**src/design/sgmpca_pkg.sv**
```systemverilog
// Shared types and constants for the SGM path cost aggregation block.
// Used by every module in design/; depends on nothing.
`timescale 1ns / 1ps
`default_nettype none

package sgmpca_pkg;

   localparam int MAX_DISPARITIES_DEFAULT = 64;

   localparam int COST_W      = 8;
   localparam int GRAY_W      = 8;
   localparam int P1_W        = 8;
   localparam int P2_W        = 10;
   localparam int COUNT_W     = 7;
   localparam int CSR_INDEX_W = 2;
   localparam int CSR_DATA_W  = 10;
   localparam int DIV_STEP_W  = 4;

   localparam logic [COST_W-1:0]  COST_MAX            = 8'hFF;
   localparam logic [P1_W-1:0]    PENALTY_SMALL_RESET = 8'd10;
   localparam logic [P2_W-1:0]    PENALTY_LARGE_RESET = 10'd150;
   localparam logic [COUNT_W-1:0] COUNT_RESET         = 7'd64;

   typedef enum logic [CSR_INDEX_W-1:0] {
      CSR_PENALTY_SMALL      = 2'd0,
      CSR_PENALTY_LARGE_BASE = 2'd1,
      CSR_DISPARITY_COUNT    = 2'd2
   } csr_index_type;

   typedef struct packed {
      logic [COST_W-1:0] raw_cost;
      logic [GRAY_W-1:0] pixel_gray;
      logic              path_start;
   } req_word_type;

   typedef struct packed {
      logic [COST_W-1:0] aggregated_cost;
      logic              pixel_done;
      logic [COST_W-1:0] pixel_min;
   } rsp_word_type;

   typedef struct packed {
      logic first;
      logic last;
   } tag_type;

endpackage

`default_nettype wire

```
**src/design/sgm_path_cost_aggregation.sv**
```systemverilog
// SGM path cost aggregation, one disparity word per request.
// Requests pass the front end and the two-entry queue; the back end runs the 10-step
// penalty divider on a pixel's first disparity, three reads of the single cost memory
// read port, the best-cost pick and the write to the result register; path-start words
// skip the reads and the pick. The back end takes a new word only once it is idle again.
// Reset: synchronous, clears control, loads register defaults; cost memory is not cleared.
`timescale 1ns / 1ps
`default_nettype none

module sgm_path_cost_aggregation import sgmpca_pkg::*; #(
   parameter int MAX_DISPARITIES = MAX_DISPARITIES_DEFAULT
) (
   input  wire logic                   clock,
   input  wire logic                   reset,
   input  wire logic                   csr_write_en,
   input  wire logic [CSR_INDEX_W-1:0] csr_index,
   input  wire logic [CSR_DATA_W-1:0]  csr_wdata,
   input  wire logic                   req_valid,
   output logic                        req_stall,
   input  wire req_word_type           req_word,
   output logic                        rsp_valid,
   input  wire logic                   rsp_stall,
   output rsp_word_type                rsp_word
);

   localparam int DISP_W = $clog2(MAX_DISPARITIES);
   localparam int DATA_W = DISP_W + $bits(tag_type) + $bits(req_word_type);

   logic [P1_W-1:0]    penalty_small_ff, penalty_small_in;
   logic [P2_W-1:0]    penalty_large_ff, penalty_large_in;
   logic [COUNT_W-1:0] count_ff, count_in;

   logic              push_valid, push_stall, pop_valid, pop_stall;
   req_word_type      push_word, pop_word;
   tag_type           push_tag, pop_tag;
   logic [DISP_W-1:0] push_disp, pop_disp;
   logic [DATA_W-1:0] push_data, pop_data;

   always_comb begin
      penalty_small_in = penalty_small_ff;
      penalty_large_in = penalty_large_ff;
      count_in         = count_ff;
      if (csr_write_en) begin
         unique case (csr_index)
            CSR_PENALTY_SMALL:      penalty_small_in = csr_wdata[P1_W-1:0];
            CSR_PENALTY_LARGE_BASE: penalty_large_in = csr_wdata[P2_W-1:0];
            CSR_DISPARITY_COUNT:    count_in         = csr_wdata[COUNT_W-1:0];
            default:                count_in         = count_ff;
         endcase
      end
   end

   always_ff @(posedge clock) begin
      if (reset) begin
         penalty_small_ff <= PENALTY_SMALL_RESET;
         penalty_large_ff <= PENALTY_LARGE_RESET;
         count_ff         <= COUNT_RESET;
      end else begin
         penalty_small_ff <= penalty_small_in;
         penalty_large_ff <= penalty_large_in;
         count_ff         <= count_in;
      end
   end

   sgmpca_front #(
      .MAX_DISPARITIES(MAX_DISPARITIES)
   ) u_front (
      .clock           (clock),
      .reset           (reset),
      .disparity_count (count_ff),
      .req_valid       (req_valid),
      .req_stall       (req_stall),
      .req_word        (req_word),
      .push_valid      (push_valid),
      .push_stall      (push_stall),
      .push_word       (push_word),
      .push_tag        (push_tag),
      .push_disp       (push_disp)
   );

   assign push_data = {push_disp, push_tag, push_word};

   sgmpca_queue #(
      .DATA_W(DATA_W)
   ) u_queue (
      .clock      (clock),
      .reset      (reset),
      .push_valid (push_valid),
      .push_stall (push_stall),
      .push_data  (push_data),
      .pop_valid  (pop_valid),
      .pop_stall  (pop_stall),
      .pop_data   (pop_data)
   );

   assign {pop_disp, pop_tag, pop_word} = pop_data;

   sgmpca_back #(
      .MAX_DISPARITIES(MAX_DISPARITIES)
   ) u_back (
      .clock              (clock),
      .reset              (reset),
      .penalty_small      (penalty_small_ff),
      .penalty_large_base (penalty_large_ff),
      .pop_valid          (pop_valid),
      .pop_stall          (pop_stall),
      .pop_word           (pop_word),
      .pop_tag            (pop_tag),
      .pop_disp           (pop_disp),
      .rsp_valid          (rsp_valid),
      .rsp_stall          (rsp_stall),
      .rsp_word           (rsp_word)
   );

`ifndef SYNTHESIS
   assert property (@(posedge clock) disable iff (reset)
      rsp_valid && !rsp_word.pixel_done |-> rsp_word.pixel_min == '0)
      else $error("pixel_min set on a word that does not end the pixel");

   assert property (@(posedge clock) disable iff (reset)
      rsp_valid && rsp_word.pixel_done |-> rsp_word.pixel_min <= rsp_word.aggregated_cost)
      else $error("pixel_min above the last cost of the pixel");

   assert property (@(posedge clock) disable iff (reset)
      pop_valid && pop_tag.first |-> pop_disp == '0)
      else $error("first disparity word carries a nonzero index");
`endif

endmodule

`default_nettype wire

```
**src/design/sgmpca_front.sv**
```systemverilog
// Front end: accepts request words, tracks the disparity index and tags
// first and last disparity of each pixel. Depends on sgmpca_pkg.
`timescale 1ns / 1ps
`default_nettype none

module sgmpca_front import sgmpca_pkg::*; #(
   parameter int MAX_DISPARITIES = MAX_DISPARITIES_DEFAULT
) (
   input  wire logic                                 clock,
   input  wire logic                                 reset,
   input  wire logic [COUNT_W-1:0]                   disparity_count,
   input  wire logic                                 req_valid,
   output logic                                      req_stall,
   input  wire req_word_type                         req_word,
   output logic                                      push_valid,
   input  wire logic                                 push_stall,
   output req_word_type                              push_word,
   output tag_type                                   push_tag,
   output logic [$clog2(MAX_DISPARITIES)-1:0]        push_disp
);

   localparam int DISP_W = $clog2(MAX_DISPARITIES);
   localparam int CNT_W  = (DISP_W + 1 > COUNT_W) ? DISP_W + 1 : COUNT_W;
   localparam logic [CNT_W-1:0] MAX_CNT = CNT_W'(MAX_DISPARITIES);

   logic [DISP_W-1:0] disp_ff, disp_in;
   logic [CNT_W-1:0]  count_ext, eff_count, disp_next;
   logic              last, accept;

   assign count_ext = CNT_W'(disparity_count);

   always_comb begin
      priority if (count_ext == '0) begin
         eff_count = CNT_W'(1);
      end else if (count_ext > MAX_CNT) begin
         eff_count = MAX_CNT;
      end else begin
         eff_count = count_ext;
      end
   end

   assign disp_next = CNT_W'(disp_ff) + CNT_W'(1);
   assign last      = disp_next >= eff_count;
   assign accept    = req_valid && !push_stall;

   always_comb begin
      disp_in = disp_ff;
      if (accept) begin
         disp_in = last ? '0 : disp_next[DISP_W-1:0];
      end
   end

   always_ff @(posedge clock) begin
      if (reset) begin
         disp_ff <= '0;
      end else begin
         disp_ff <= disp_in;
      end
   end

   assign req_stall      = push_stall;
   assign push_valid     = req_valid;
   assign push_word      = req_word;
   assign push_tag.first = (disp_ff == '0);
   assign push_tag.last  = last;
   assign push_disp      = disp_ff;

endmodule

`default_nettype wire

```
**src/design/sgmpca_queue.sv**
```systemverilog
// Two-entry queue between front and back end.
// Depends on sgmpca_pkg.
`timescale 1ns / 1ps
`default_nettype none

module sgmpca_queue import sgmpca_pkg::*; #(
   parameter int DATA_W = 32
) (
   input  wire logic              clock,
   input  wire logic              reset,
   input  wire logic              push_valid,
   output logic                   push_stall,
   input  wire logic [DATA_W-1:0] push_data,
   output logic                   pop_valid,
   input  wire logic              pop_stall,
   output logic [DATA_W-1:0]      pop_data
);

   logic [DATA_W-1:0] slot_ff [2];
   logic              wr_ptr_ff, wr_ptr_in;
   logic              rd_ptr_ff, rd_ptr_in;
   logic [1:0]        fill_ff, fill_in;
   logic              push, pop;

   assign push_stall = (fill_ff == 2'd2);
   assign pop_valid  = (fill_ff != 2'd0);
   assign pop_data   = slot_ff[rd_ptr_ff];
   assign push       = push_valid && !push_stall;
   assign pop        = pop_valid && !pop_stall;

   always_comb begin
      wr_ptr_in = push ? !wr_ptr_ff : wr_ptr_ff;
      rd_ptr_in = pop ? !rd_ptr_ff : rd_ptr_ff;
      fill_in   = fill_ff + 2'(push) - 2'(pop);
   end

   always_ff @(posedge clock) begin
      if (reset) begin
         wr_ptr_ff <= 1'b0;
         rd_ptr_ff <= 1'b0;
         fill_ff   <= 2'd0;
      end else begin
         wr_ptr_ff <= wr_ptr_in;
         rd_ptr_ff <= rd_ptr_in;
         fill_ff   <= fill_in;
      end
   end

   always_ff @(posedge clock) begin
      if (push) begin
         slot_ff[wr_ptr_ff] <= push_data;
      end
   end

endmodule

`default_nettype wire

```
**src/design/sgmpca_back.sv**
```systemverilog
// Back end: penalty divider, cost memory (two banks), path cost update
// and result register. Depends on sgmpca_pkg.
`timescale 1ns / 1ps
`default_nettype none

module sgmpca_back import sgmpca_pkg::*; #(
   parameter int MAX_DISPARITIES = MAX_DISPARITIES_DEFAULT
) (
   input  wire logic                                 clock,
   input  wire logic                                 reset,
   input  wire logic [P1_W-1:0]                      penalty_small,
   input  wire logic [P2_W-1:0]                      penalty_large_base,
   input  wire logic                                 pop_valid,
   output logic                                      pop_stall,
   input  wire req_word_type                         pop_word,
   input  wire tag_type                              pop_tag,
   input  wire logic [$clog2(MAX_DISPARITIES)-1:0]   pop_disp,
   output logic                                      rsp_valid,
   input  wire logic                                 rsp_stall,
   output rsp_word_type                              rsp_word
);

   localparam int DISP_W = $clog2(MAX_DISPARITIES);
   localparam int ADDR_W = DISP_W + 1;
   localparam int DEPTH  = 2 ** ADDR_W;
   localparam int SLOTS  = 2 ** DISP_W;
   localparam int DIVR_W = GRAY_W + 1;
   localparam int CAND_W = P2_W + 1;

   typedef enum logic [6:0] {
      ST_IDLE      = 7'b0000001,
      ST_DIVIDE    = 7'b0000010,
      ST_FETCH_LO  = 7'b0000100,
      ST_FETCH_MID = 7'b0001000,
      ST_FETCH_HI  = 7'b0010000,
      ST_BEST      = 7'b0100000,
      ST_WRITE     = 7'b1000000
   } back_state_type;

   back_state_type state_ff, state_in;

   req_word_type      item_word_ff, item_word_in;
   tag_type           item_tag_ff, item_tag_in;
   logic [DISP_W-1:0] item_disp_ff, item_disp_in;

   logic [SLOTS-1:0]  sel_ff, sel_in;
   logic [COST_W-1:0] prev_min_ff, prev_min_in;
   logic [COST_W-1:0] run_min_ff, run_min_in;
   logic [GRAY_W-1:0] prev_gray_ff, prev_gray_in;
   logic [P2_W-1:0]   large_pen_ff, large_pen_in;

   logic [DIVR_W-1:0]     divisor_ff, divisor_in;
   logic [P2_W-1:0]       num_ff, num_in;
   logic [DIVR_W-1:0]     rem_ff, rem_in;
   logic [P2_W-1:0]       quot_ff, quot_in;
   logic [DIV_STEP_W-1:0] step_ff, step_in;

   logic [COST_W-1:0] lo_ff, lo_in;
   logic [COST_W-1:0] mid_ff, mid_in;
   logic [COST_W-1:0] best_ff, best_in;

   logic              rsp_valid_ff, rsp_valid_in;
   rsp_word_type      rsp_word_ff, rsp_word_in;

   logic [COST_W-1:0] cost_mem [DEPTH];
   logic [COST_W-1:0] rd_data_ff;
   logic [DISP_W-1:0] rd_disp;
   logic              rd_bank;
   logic [ADDR_W-1:0] rd_addr, wr_addr;
   logic              wr_en;

   logic [GRAY_W-1:0] gray_diff;
   logic [DIVR_W:0]   trial, trial_sub;
   logic              qbit;
   logic [COST_W-1:0] lo_eff, hi_eff;
   logic [P2_W-1:0]   jump;
   logic [CAND_W-1:0] cand_mid, cand_lo, cand_hi, cand_jump, min_a, min_b, best_wide;
   logic [COST_W-1:0] result, new_min;
   logic              out_free;

   assign gray_diff = (pop_word.pixel_gray >= prev_gray_ff)
                    ? pop_word.pixel_gray - prev_gray_ff
                    : prev_gray_ff - pop_word.pixel_gray;

   assign trial     = {rem_ff, num_ff[P2_W-1]};
   assign trial_sub = trial - {1'b0, divisor_ff};
   assign qbit      = (trial >= {1'b0, divisor_ff});

   assign lo_eff    = item_tag_ff.first ? COST_MAX : lo_ff;
   assign hi_eff    = item_tag_ff.last ? COST_MAX : rd_data_ff;
   assign jump      = (large_pen_ff > P2_W'(penalty_small)) ? large_pen_ff
                                                            : P2_W'(penalty_small);
   assign cand_mid  = CAND_W'(mid_ff);
   assign cand_lo   = CAND_W'(lo_eff) + CAND_W'(penalty_small);
   assign cand_hi   = CAND_W'(hi_eff) + CAND_W'(penalty_small);
   assign cand_jump = CAND_W'(prev_min_ff) + CAND_W'(jump);
   assign min_a     = (cand_lo < cand_mid) ? cand_lo : cand_mid;
   assign min_b     = (cand_jump < cand_hi) ? cand_jump : cand_hi;
   assign best_wide = (min_b < min_a) ? min_b : min_a;

   assign result  = item_word_ff.path_start ? item_word_ff.raw_cost
                  : item_word_ff.raw_cost + (best_ff - prev_min_ff);
   assign new_min = (result < run_min_ff) ? result : run_min_ff;

   assign out_free = !rsp_valid_ff || !rsp_stall;

   always_comb begin
      unique case (state_ff)
         ST_FETCH_LO:  rd_disp = item_disp_ff - DISP_W'(1);
         ST_FETCH_HI:  rd_disp = item_disp_ff + DISP_W'(1);
         default:      rd_disp = item_disp_ff;
      endcase
   end

   // each slot points at the bank written last; the lower neighbor was already
   // rewritten in this pixel, so read its other bank
   assign rd_bank = (state_ff == ST_FETCH_LO) ? !sel_ff[rd_disp] : sel_ff[rd_disp];
   assign rd_addr = {rd_bank, rd_disp};
   assign wr_addr = {!sel_ff[item_disp_ff], item_disp_ff};

   always_comb begin
      state_in     = state_ff;
      item_word_in = item_word_ff;
      item_tag_in  = item_tag_ff;
      item_disp_in = item_disp_ff;
      sel_in       = sel_ff;
      prev_min_in  = prev_min_ff;
      run_min_in   = run_min_ff;
      prev_gray_in = prev_gray_ff;
      large_pen_in = large_pen_ff;
      divisor_in   = divisor_ff;
      num_in       = num_ff;
      rem_in       = rem_ff;
      quot_in      = quot_ff;
      step_in      = step_ff;
      lo_in        = lo_ff;
      mid_in       = mid_ff;
      best_in      = best_ff;
      rsp_valid_in = rsp_valid_ff && rsp_stall;
      rsp_word_in  = rsp_word_ff;
      wr_en        = 1'b0;

      unique case (state_ff)
         ST_IDLE: begin
            if (pop_valid) begin
               item_word_in = pop_word;
               item_tag_in  = pop_tag;
               item_disp_in = pop_disp;
               divisor_in   = DIVR_W'(gray_diff) + DIVR_W'(1);
               num_in       = penalty_large_base;
               rem_in       = '0;
               quot_in      = '0;
               step_in      = '0;
               priority if (pop_tag.first) begin
                  state_in = ST_DIVIDE;
               end else if (pop_word.path_start) begin
                  state_in = ST_WRITE;
               end else begin
                  state_in = ST_FETCH_LO;
               end
            end
         end
         ST_DIVIDE: begin
            rem_in  = qbit ? trial_sub[DIVR_W-1:0] : trial[DIVR_W-1:0];
            quot_in = {quot_ff[P2_W-2:0], qbit};
            num_in  = {num_ff[P2_W-2:0], 1'b0};
            step_in = step_ff + DIV_STEP_W'(1);
            if (step_ff == DIV_STEP_W'(P2_W - 1)) begin
               large_pen_in = {quot_ff[P2_W-2:0], qbit};
               state_in     = item_word_ff.path_start ? ST_WRITE : ST_FETCH_LO;
            end
         end
         ST_FETCH_LO: begin
            state_in = ST_FETCH_MID;
         end
         ST_FETCH_MID: begin
            lo_in    = rd_data_ff;
            state_in = ST_FETCH_HI;
         end
         ST_FETCH_HI: begin
            mid_in   = rd_data_ff;
            state_in = ST_BEST;
         end
         ST_BEST: begin
            best_in  = best_wide[COST_W-1:0];
            state_in = ST_WRITE;
         end
         ST_WRITE: begin
            if (out_free) begin
               wr_en                       = 1'b1;
               sel_in[item_disp_ff]        = !sel_ff[item_disp_ff];
               rsp_valid_in                = 1'b1;
               rsp_word_in.aggregated_cost = result;
               rsp_word_in.pixel_done      = item_tag_ff.last;
               rsp_word_in.pixel_min       = item_tag_ff.last ? new_min : '0;
               if (item_tag_ff.last) begin
                  prev_min_in  = new_min;
                  run_min_in   = COST_MAX;
                  prev_gray_in = item_word_ff.pixel_gray;
               end else begin
                  run_min_in = new_min;
               end
               state_in = ST_IDLE;
            end
         end
         default: begin
            state_in = ST_IDLE;
         end
      endcase
   end

   always_ff @(posedge clock) begin
      if (reset) begin
         state_ff     <= ST_IDLE;
         sel_ff       <= '0;
         prev_min_ff  <= COST_MAX;
         run_min_ff   <= COST_MAX;
         prev_gray_ff <= '0;
         large_pen_ff <= '0;
         step_ff      <= '0;
         rsp_valid_ff <= 1'b0;
      end else begin
         state_ff     <= state_in;
         sel_ff       <= sel_in;
         prev_min_ff  <= prev_min_in;
         run_min_ff   <= run_min_in;
         prev_gray_ff <= prev_gray_in;
         large_pen_ff <= large_pen_in;
         step_ff      <= step_in;
         rsp_valid_ff <= rsp_valid_in;
      end
   end

   always_ff @(posedge clock) begin
      item_word_ff <= item_word_in;
      item_tag_ff  <= item_tag_in;
      item_disp_ff <= item_disp_in;
      divisor_ff   <= divisor_in;
      num_ff       <= num_in;
      rem_ff       <= rem_in;
      quot_ff      <= quot_in;
      lo_ff        <= lo_in;
      mid_ff       <= mid_in;
      best_ff      <= best_in;
      rsp_word_ff  <= rsp_word_in;
   end

   always_ff @(posedge clock) begin
      if (wr_en) begin
         cost_mem[wr_addr] <= result;
      end
      rd_data_ff <= cost_mem[rd_addr];
   end

   assign pop_stall = (state_ff != ST_IDLE);
   assign rsp_valid = rsp_valid_ff;
   assign rsp_word  = rsp_word_ff;

endmodule

`default_nettype wire

```
**config.mk**
```make
export PLATFORM = sky130hd
export DESIGN_NAME = sgm_path_cost_aggregation
export DESIGN_NICKNAME = d
export VERILOG_FILES = /design/src/design/sgmpca_pkg.sv /design/src/design/sgm_path_cost_aggregation.sv /design/src/design/sgmpca_front.sv /design/src/design/sgmpca_queue.sv /design/src/design/sgmpca_back.sv
export SDC_FILE = /design/constraint.sdc
export NUM_CORES = 2
export LEC_CHECK = 0
export BUFFER_PORTS_ARGS = -buffer_cell sky130_fd_sc_hd__buf_4
export CORE_ASPECT_RATIO = 1.1
export CORE_MARGIN = 1.5
export CORE_UTILIZATION = 45
export DETAILED_ROUTE_END_ITERATION = 7
export SLEW_MARGIN = 20
export SYNTH_ARGS = -nofsm -noshare
export SYNTH_HDL_FRONTEND = slang
export SYNTH_SLANG_ARGS = --single-unit
```
**constraint.sdc**
```tcl
create_clock -name clock -period 16.8 [get_ports clock]
set_input_delay 2.52 -clock clock [delete_from_list [all_inputs] [get_ports clock]]
set_output_delay 2.52 -clock clock [all_outputs]
set_load 0.01 [all_outputs]
```
Word-level counts from Yosys, hierarchy flattened. Memory sizes are Yosys's and may differ from the RTL's. A register that Yosys moved wholly into a read port is not among the register bits. Index checks and enable logic that the tools add are counted.

$add $sub $neg: 15. Multiplexer cells: 48. Reduce and logical (&&, ||, !) cells: 27. Eq/ne operators: 15. Order comparisons: 12.

Operators with widths (count): $bwmux 64 (1); $mux 7 (8); $mux 8 (7); $pmux 7 s7 (1); $mux 9 (4); $pmux 9 s2 (2); $sub 8x8->8 (3); $lt 11x11->1 (2); $mux 10 (2); $pmux 10 s2 (1); $add 8x8->9 (2); $lt 6x7->1 const B (2); $mux 1 (14); $reduce_and 2->1 (7); $bmux 1 s6 (2); $pmux 6 s2 (1); $add 8x10->11 (1); $lt 11x8->1 (1); $mux 11 (1); $ge 10x9->1 (1); $gt 10x8->1 (1); $add 8x1->9 const B (1); $sub 9x9->9 (1); $add 8x8->8 (1); other kinds (36) (50).

Bits of input ports: 34. Flip-flop bits (word level): 248. Output and inout bits: 19. Logic and storage cells: 150. RAM bits: 1074. Memories: 2.

Memory list: u_back.cost_mem (depth 128, width 8, rd ports 1, clocked after Yosys merged registers in 1, write ports 1, RTL line sgmpca_back.sv:65) `logic [COST_W-1:0] cost_mem [DEPTH];`; u_queue.slot_ff (depth 2, width 25, rd ports 1, clocked after Yosys merged registers in 1, write ports 1, RTL line sgmpca_queue.sv:19) `logic [DATA_W-1:0] slot_ff [2];`.

Logic depth before layout (Yosys ltp).
Word-level depth: 7. Mapped depth: 35. Depth with buffers taken out: 33.

Cells and area by module. A second synthesis with hierarchy kept.

Cell total of the unflattened synthesis: 4807. Area total of the unflattened synthesis: 57692.8 sq um.

By module, submodules not included: sgmpca_back (seq. area each 36204.7 sq um, instances 1, area each 53801.6 sq um, cells each 4498); sgmpca_queue (seq. area each 1601.5 sq um, instances 1, area each 2038.2 sq um, cells each 106); sgm_path_cost_aggregation (seq. area each 500.5 sq um, instances 1, area each 1058.5 sq um, cells each 103); sgmpca_front (seq. area each 120.1 sq um, instances 1, area each 794.5 sq um, cells each 100).

Worst setup path after synthesis. No wires, ideal clock.

Kind: register to register. From: reg u_back.best_ff[1]. To: reg u_back.rsp_word_ff (netlist bit u_back.rsp_word[7]) (data pin). Setup slack: 7.393 ns. Stages on the path, launching flop included: 18. Period minus slack after synthesis: 9.407 ns. Data arrival time: 9.153 ns. Required time: 16.545 ns. Setup time: 0.255 ns. Buffers on the path: 1. Cell sequence: edfxtp_1 inv_1 fa_1 inv_1 ha_1 a21o_1 a21oi_1 xnor2_1 o21ai_0 ha_1 o21a_1 o21ai_0 nand2b_1 a2111oi_0 nor3_1 buf_1 mux2_2 and2_1.

Word-level cells in the longest chain between the ends: 5.

Ends and longest elaborated chain: start, declared (RTL line sgmpca_back.sv:60) `logic [COST_W-1:0] best_ff, best_in;`; start signal, assigned (RTL line sgmpca_back.sv:244) `best_ff <= best_in;`; $sub 8x8->8 (RTL line sgmpca_back.sv:102) `: item_word_ff.raw_cost + (best_ff - prev_min_ff);`; $add 8x8->8 (RTL line sgmpca_back.sv:102); $mux 8 (RTL line sgmpca_back.sv:101) `assign result = item_word_ff.path_start ? item_word_ff.raw_cost`; named net u_back.result[3] (RTL line sgmpca_back.sv:78) `logic [COST_W-1:0] result, new_min;`; $lt 8x8->1 (RTL line sgmpca_back.sv:103) `assign new_min = (result < run_min_ff) ? result : run_min_ff;`; $mux 8 (RTL line sgmpca_back.sv:103); end signal, assigned (RTL line sgmpca_back.sv:245) `rsp_word_ff <= rsp_word_in;`; end, declared (RTL line sgmpca_back.sv:63) `rsp_word_type rsp_word_ff, rsp_word_in;`.

The timed path passes the listed nets, and every way through them passes these cells. A chain may end at the register's enable or synchronous reset.

Worst setup path in the final report.
From: reg penalty_small_ff[3]. To: reg u_back.best_ff[1] (data pin).

Word-level cells in the longest chain between the ends: 7. Elaborated cells on any way between the ends: 11. Classes of those cells: add/sub: 3; order compare: 4; mux: 4.

Ends and longest elaborated chain: start, declared (RTL line sgm_path_cost_aggregation.sv:29) `logic [P1_W-1:0] penalty_small_ff, penalty_small_in;`; start signal, assigned (RTL line sgm_path_cost_aggregation.sv:59) `penalty_small_ff <= penalty_small_in;`; $gt 10x8->1 (RTL line sgmpca_back.sv:91) `assign jump = (large_pen_ff > P2_W'(penalty_small)) ? large_pen_ff`; $mux 10 (RTL line sgmpca_back.sv:91); $add 8x10->11 (RTL line sgmpca_back.sv:96) `assign cand_jump = CAND_W'(prev_min_ff) + CAND_W'(jump);`; $lt 11x11->1 (RTL line sgmpca_back.sv:98) `assign min_b = (cand_jump < cand_hi) ? cand_jump : cand_hi;`; $mux 11 (RTL line sgmpca_back.sv:98); $lt 11x11->1 (RTL line sgmpca_back.sv:99) `assign best_wide = (min_b < min_a) ? min_b : min_a;`; $mux 8 (*) (RTL line sgmpca_back.sv:99); named net u_back.best_wide[1] (RTL line sgmpca_back.sv:77) `logic [CAND_W-1:0] cand_mid, cand_lo, cand_hi, cand_jump, min_a, min_b, best_wide;`.

Mark *: on every way through the listed nets, which the timed path passes. The rest lies on a longest branch.

==> results.md <==
- Combinational share of power: 34.2%
- EDFF count, synth: 1177
- Post-synthesis sequential area ratio: 68.1%
- Drt first-iter violations: 3355
- Share of post-route cells with drive strength above 1: 16.6%
- Most frequent cells in the layout: edfxtp_1, nand2_1, buf_4, mux2i_1, a21oi_1
- Setup TNS: 0 ns
- Adder-Cell Fraction of Synth Area: 2.98%
- Max_cap viols: 0
- Critical path data arrival time: 7.70 ns
- Hold crit path type: flip-flop to flip-flop
- Fillers: 10.4k
- Hold depth: 2
- Normalized max-slew margin: between 20% and 30%
- Pre-CTS setup slack: 9.72 ns
- DRC viols: 0
- Die height: 374 microns
- GR Util All Layers: 23.2%
- Clock latency on the worst-skew pair: 0.79 ns
- Leakage: 22.2 nW
- R2R depth: 33
- R2R Path Start: penalty_small_ff[3]$_SDFFE_PP1P_
- Slowest library cell on the worst path: a41o_1
- Slew Limit Fails: 0
- Critical path class: flip-flop to flip-flop
- Mux cell area share after synthesis: 9.97%
- Syn avg cell area: 14.4 sq um
- CTS Hold Buffers Added: 0
- Fin util: 51.4%
- Vias in the first global route: 33.2k
- Clock buffer depth: 3
- Post-placement cell area: 59500 sq um
- Worst hold endpoint: u_back.prev_gray_ff[7]$_SDFFE_PP0P_
- Max VDD drop: about 160 uV
- Post-DRT Antenna Nets: 0
- Slowest stage delay, CP: 0.43 ns
- Design area: about 64000 sq um
- Final period util: 42.6%
- Initial antenna violation count: 0
- Drt pass-1 iters: 6
- GR Overflow Total: 0
- Routed vias/inst: 5.85
- Cts repair resizes: 0
- Core Region: 125000 sq um
- Multi-input gate area: 16900 sq um
- RD Place Congestion: 0.900
- Area of the mapped netlist: approximately 56000 sq um
- Htree depth: 4
- Nets: approximately 4.2k
- Syn_nets: 4084
- Reg2reg end: u_back.best_ff[1]$_DFFE_PN_
- Outcome: finished, final reports clean
- HP Start: u_back.prev_gray_ff[7]$_SDFFE_PP0P_
- Most common cell after layout, fill and taps aside: edfxtp_1
- FF+latch area: 38400 sq um
- Distinct cells, synth: 77
- Psw: around 4.2 mW
- Leading area contributor after synthesis: edfxtp_1
- Wire length after detailed routing: 148000 microns
- Via Count: 33.9k
- Die area: 128000 sq um
- WL/cell: 25.5 microns
- Max Clock Freq: 140 MHz
- Main combinational cell family by area after synthesis: multiplexers
- Synthesized instance count: 3924
- CP Max Fanout: 15
- Clock Sinks: 1331
- Power per cell area: 182 nW/um^2
- Dominant synthesized flop cell: edfxtp_1
- Site row count: 136
- CTS Buf Count: 139
- Worst slew pin tran: 1.18 ns
- Setup ws final: approximately 9.6 ns
- Worst Path Required: between 15 and 20 ns
- Async SR Flop Fraction: 0%
- Clk_skew: 0.0395 ns
- Initial Utilization: about 45%
- IO Port Bufs: 52
- Dpl hpwl: 92900 microns
- Post-CTS setup buffers: 0
- TritonCTS clock tree: built
- Yosys Warn Count: 0
- FF-to-FF setup slack: a little under 10 ns
- Setup crit start kind: flip-flop
- I/O pins: 53
- RSZ-0062 raised after global routing: no
- Min cycle time layout: just over 7 ns
- Yosys top cell area share: 62.6%
- Clock share of power: 26.5%
- Reg clk slew, reported paths: 0.06 ns
- Die width: 341 microns
- Post-Synth XOR/XNOR Area: 0.960%
- Sw Share: a little over a third
- Flop pwr share: 39.2%
- Endpoints failing setup: 0
- Post-Synth Simple-Gate Area: between 8 and 9%
- Pint: ~7.5 mW
- Largest net degree at the start of global routing: 128
- WHS: 0.456 ns
- Synth Area in Compound Gates: 6.55%
- First-pass GRT wire length: 220000 microns
- P&R area growth vs syn: 13.7%
- CP Capture Type: flip-flop
- Root buffer cell: clkbuf_16
- Hold Vio Cnt, Final: 0
- Largest cells by area after synthesis: edfxtp_1, mux4_2, dfxtp_1
- Synthesized flop and latch total: 1331
-- state kept, by name, summed over array words and instances (netlist names), 8 cells and up, named ones only --
register,flops
u_back.cost_mem,1024
u_back.rd_data_ff,8
u_back.prev_min_ff,8
u_back.rem_ff,9
penalty_small_ff,8
u_back.best_ff,8
penalty_large_ff,10
u_back.divisor_ff,9
u_back.quot_ff,9
u_back.large_pen_ff,10
u_back.sel_ff,64
u_back.item_word_ff,17
u_back.prev_gray_ff,8
u_back.run_min_ff,8
u_back.num_ff,10
u_queue.slot_ff,50
u_back.mid_ff,8
u_back.rsp_word,17
u_back.lo_ff,8
-- kinds of logic (layout without fill, tap and decap cells) --
kind of cell    count (synthesis)  after routing
flops                        1331           1331
buf+inv                       385            607
mux                           361            361
xor+xnor                       61             61
other cells                     1              2
compound gates                564            564
simple gates                 1095           1095
fa+ha+maj                     126            126
-- power by group through the flow --
stage          sequential (mW)  clock [mW]  combinational, mW
2_1_floorplan             4.77           0               2.47
3_3_place_gp              4.66           0               3.92
3_5_place_dp              4.66           0               3.99
4_1_cts                   4.60        3.15               3.99
5_1_grt                   4.60        3.27               4.29
6_report                  4.59        3.11               4.01
-- layout make-up --
type,count,share of cell area [%]
Inverter,160,0.936
Clock buffer,176,5.84
Multi-Input combinational cell,2208,26.4
Timing Repair Buffer,198,2.41
Tap cell,1656,3.23
Antenna cell,1,0.00390
Clock inverter,73,1.30
Sequential cell,1331,59.9
-- routing by layer --
metal	global-route usage (%)	share of wire (%)
met5	0	0
met4	9.29	3.7
met3	4.07	6.5
met2	37.0	48
met1	31.6	42
-- cell usage after synthesis, types with 5 or more instances --
| cell | number |
|---|---|
| nand3_1 | 76 |
| nor4_1 | 11 |
| nor3_1 | 170 |
| o21ai_0 | 88 |
| xor2_1 | 25 |
| clkbuf_1 | 161 |
| buf_2 | 31 |
| o211ai_1 | 11 |
| xnor2_1 | 35 |
| o21ai_1 | 6 |
| nor2_1 | 165 |
| a21o_1 | 29 |
| or3_1 | 26 |
| a311oi_1 | 7 |
| mux2_2 | 30 |
| edfxtp_1 | 1177 |
| o21a_1 | 7 |
| mux4_2 | 158 |
| nor2b_1 | 24 |
| fa_1 | 14 |
| a21oi_1 | 164 |
| nand4_1 | 27 |
| a31oi_1 | 27 |
| dfxtp_1 | 154 |
| nand2_1 | 496 |
| nor3b_1 | 5 |
| o22a_1 | 6 |
| and2_1 | 16 |
| o22ai_1 | 64 |
| mux2i_1 | 173 |
| a32oi_1 | 78 |
| ha_1 | 112 |
| and3_1 | 16 |
| inv_1 | 157 |
| a211oi_1 | 12 |
| nand3b_1 | 7 |
| o21bai_1 | 9 |
| buf_1 | 31 |
| o221ai_1 | 12 |
| or2_2 | 23 |
| nand2b_1 | 14 |
-- how the worst max path moves through the flow --
stage                                           startpoint                               end  slack, ns  cells past startpoint
after floorplan                u_back.best_ff[1]$_DFFE_PN_  u_back.rsp_word[7]$_SDFFCE_PN0P_       7.39                     17
after global placement    penalty_small_ff[3]$_SDFFE_PP1P_       u_back.best_ff[1]$_DFFE_PN_       9.67                     33
after detailed placement  penalty_small_ff[3]$_SDFFE_PP1P_       u_back.best_ff[1]$_DFFE_PN_       9.72                     33
after CTS                 penalty_small_ff[3]$_SDFFE_PP1P_       u_back.best_ff[1]$_DFFE_PN_       9.66                     33
after global routing      penalty_small_ff[3]$_SDFFE_PP1P_       u_back.best_ff[1]$_DFFE_PN_       9.06                     33
final                     penalty_small_ff[3]$_SDFFE_PP1P_       u_back.best_ff[1]$_DFFE_PN_       9.64                     33
-- worst max-delay path: cells and delay by family, from the launching register on --
kind / cells / cell delay, ns
AND/OR/NAND/NOR: 4 / 0.44
XOR/XNOR: 1 / 0.22
adder cells (fa/ha/maj): 5 / 1.48
flip-flops: 1 / 0.37
AO/OA/AOI/OAI: 17 / 3.28
buffers and inverters: 3 / 0.23
multiplexers: 3 / 0.92
-- metrics by stage --
stage               std cells  power, mW
global placement         5552       8.58
global route             5802       12.2
finish                   5803       11.7
detailed placement       5552       8.65
CTS                      5801       11.7
floorplan                3924       7.24
No activity file was read; power rests on OpenSTA's default activity.
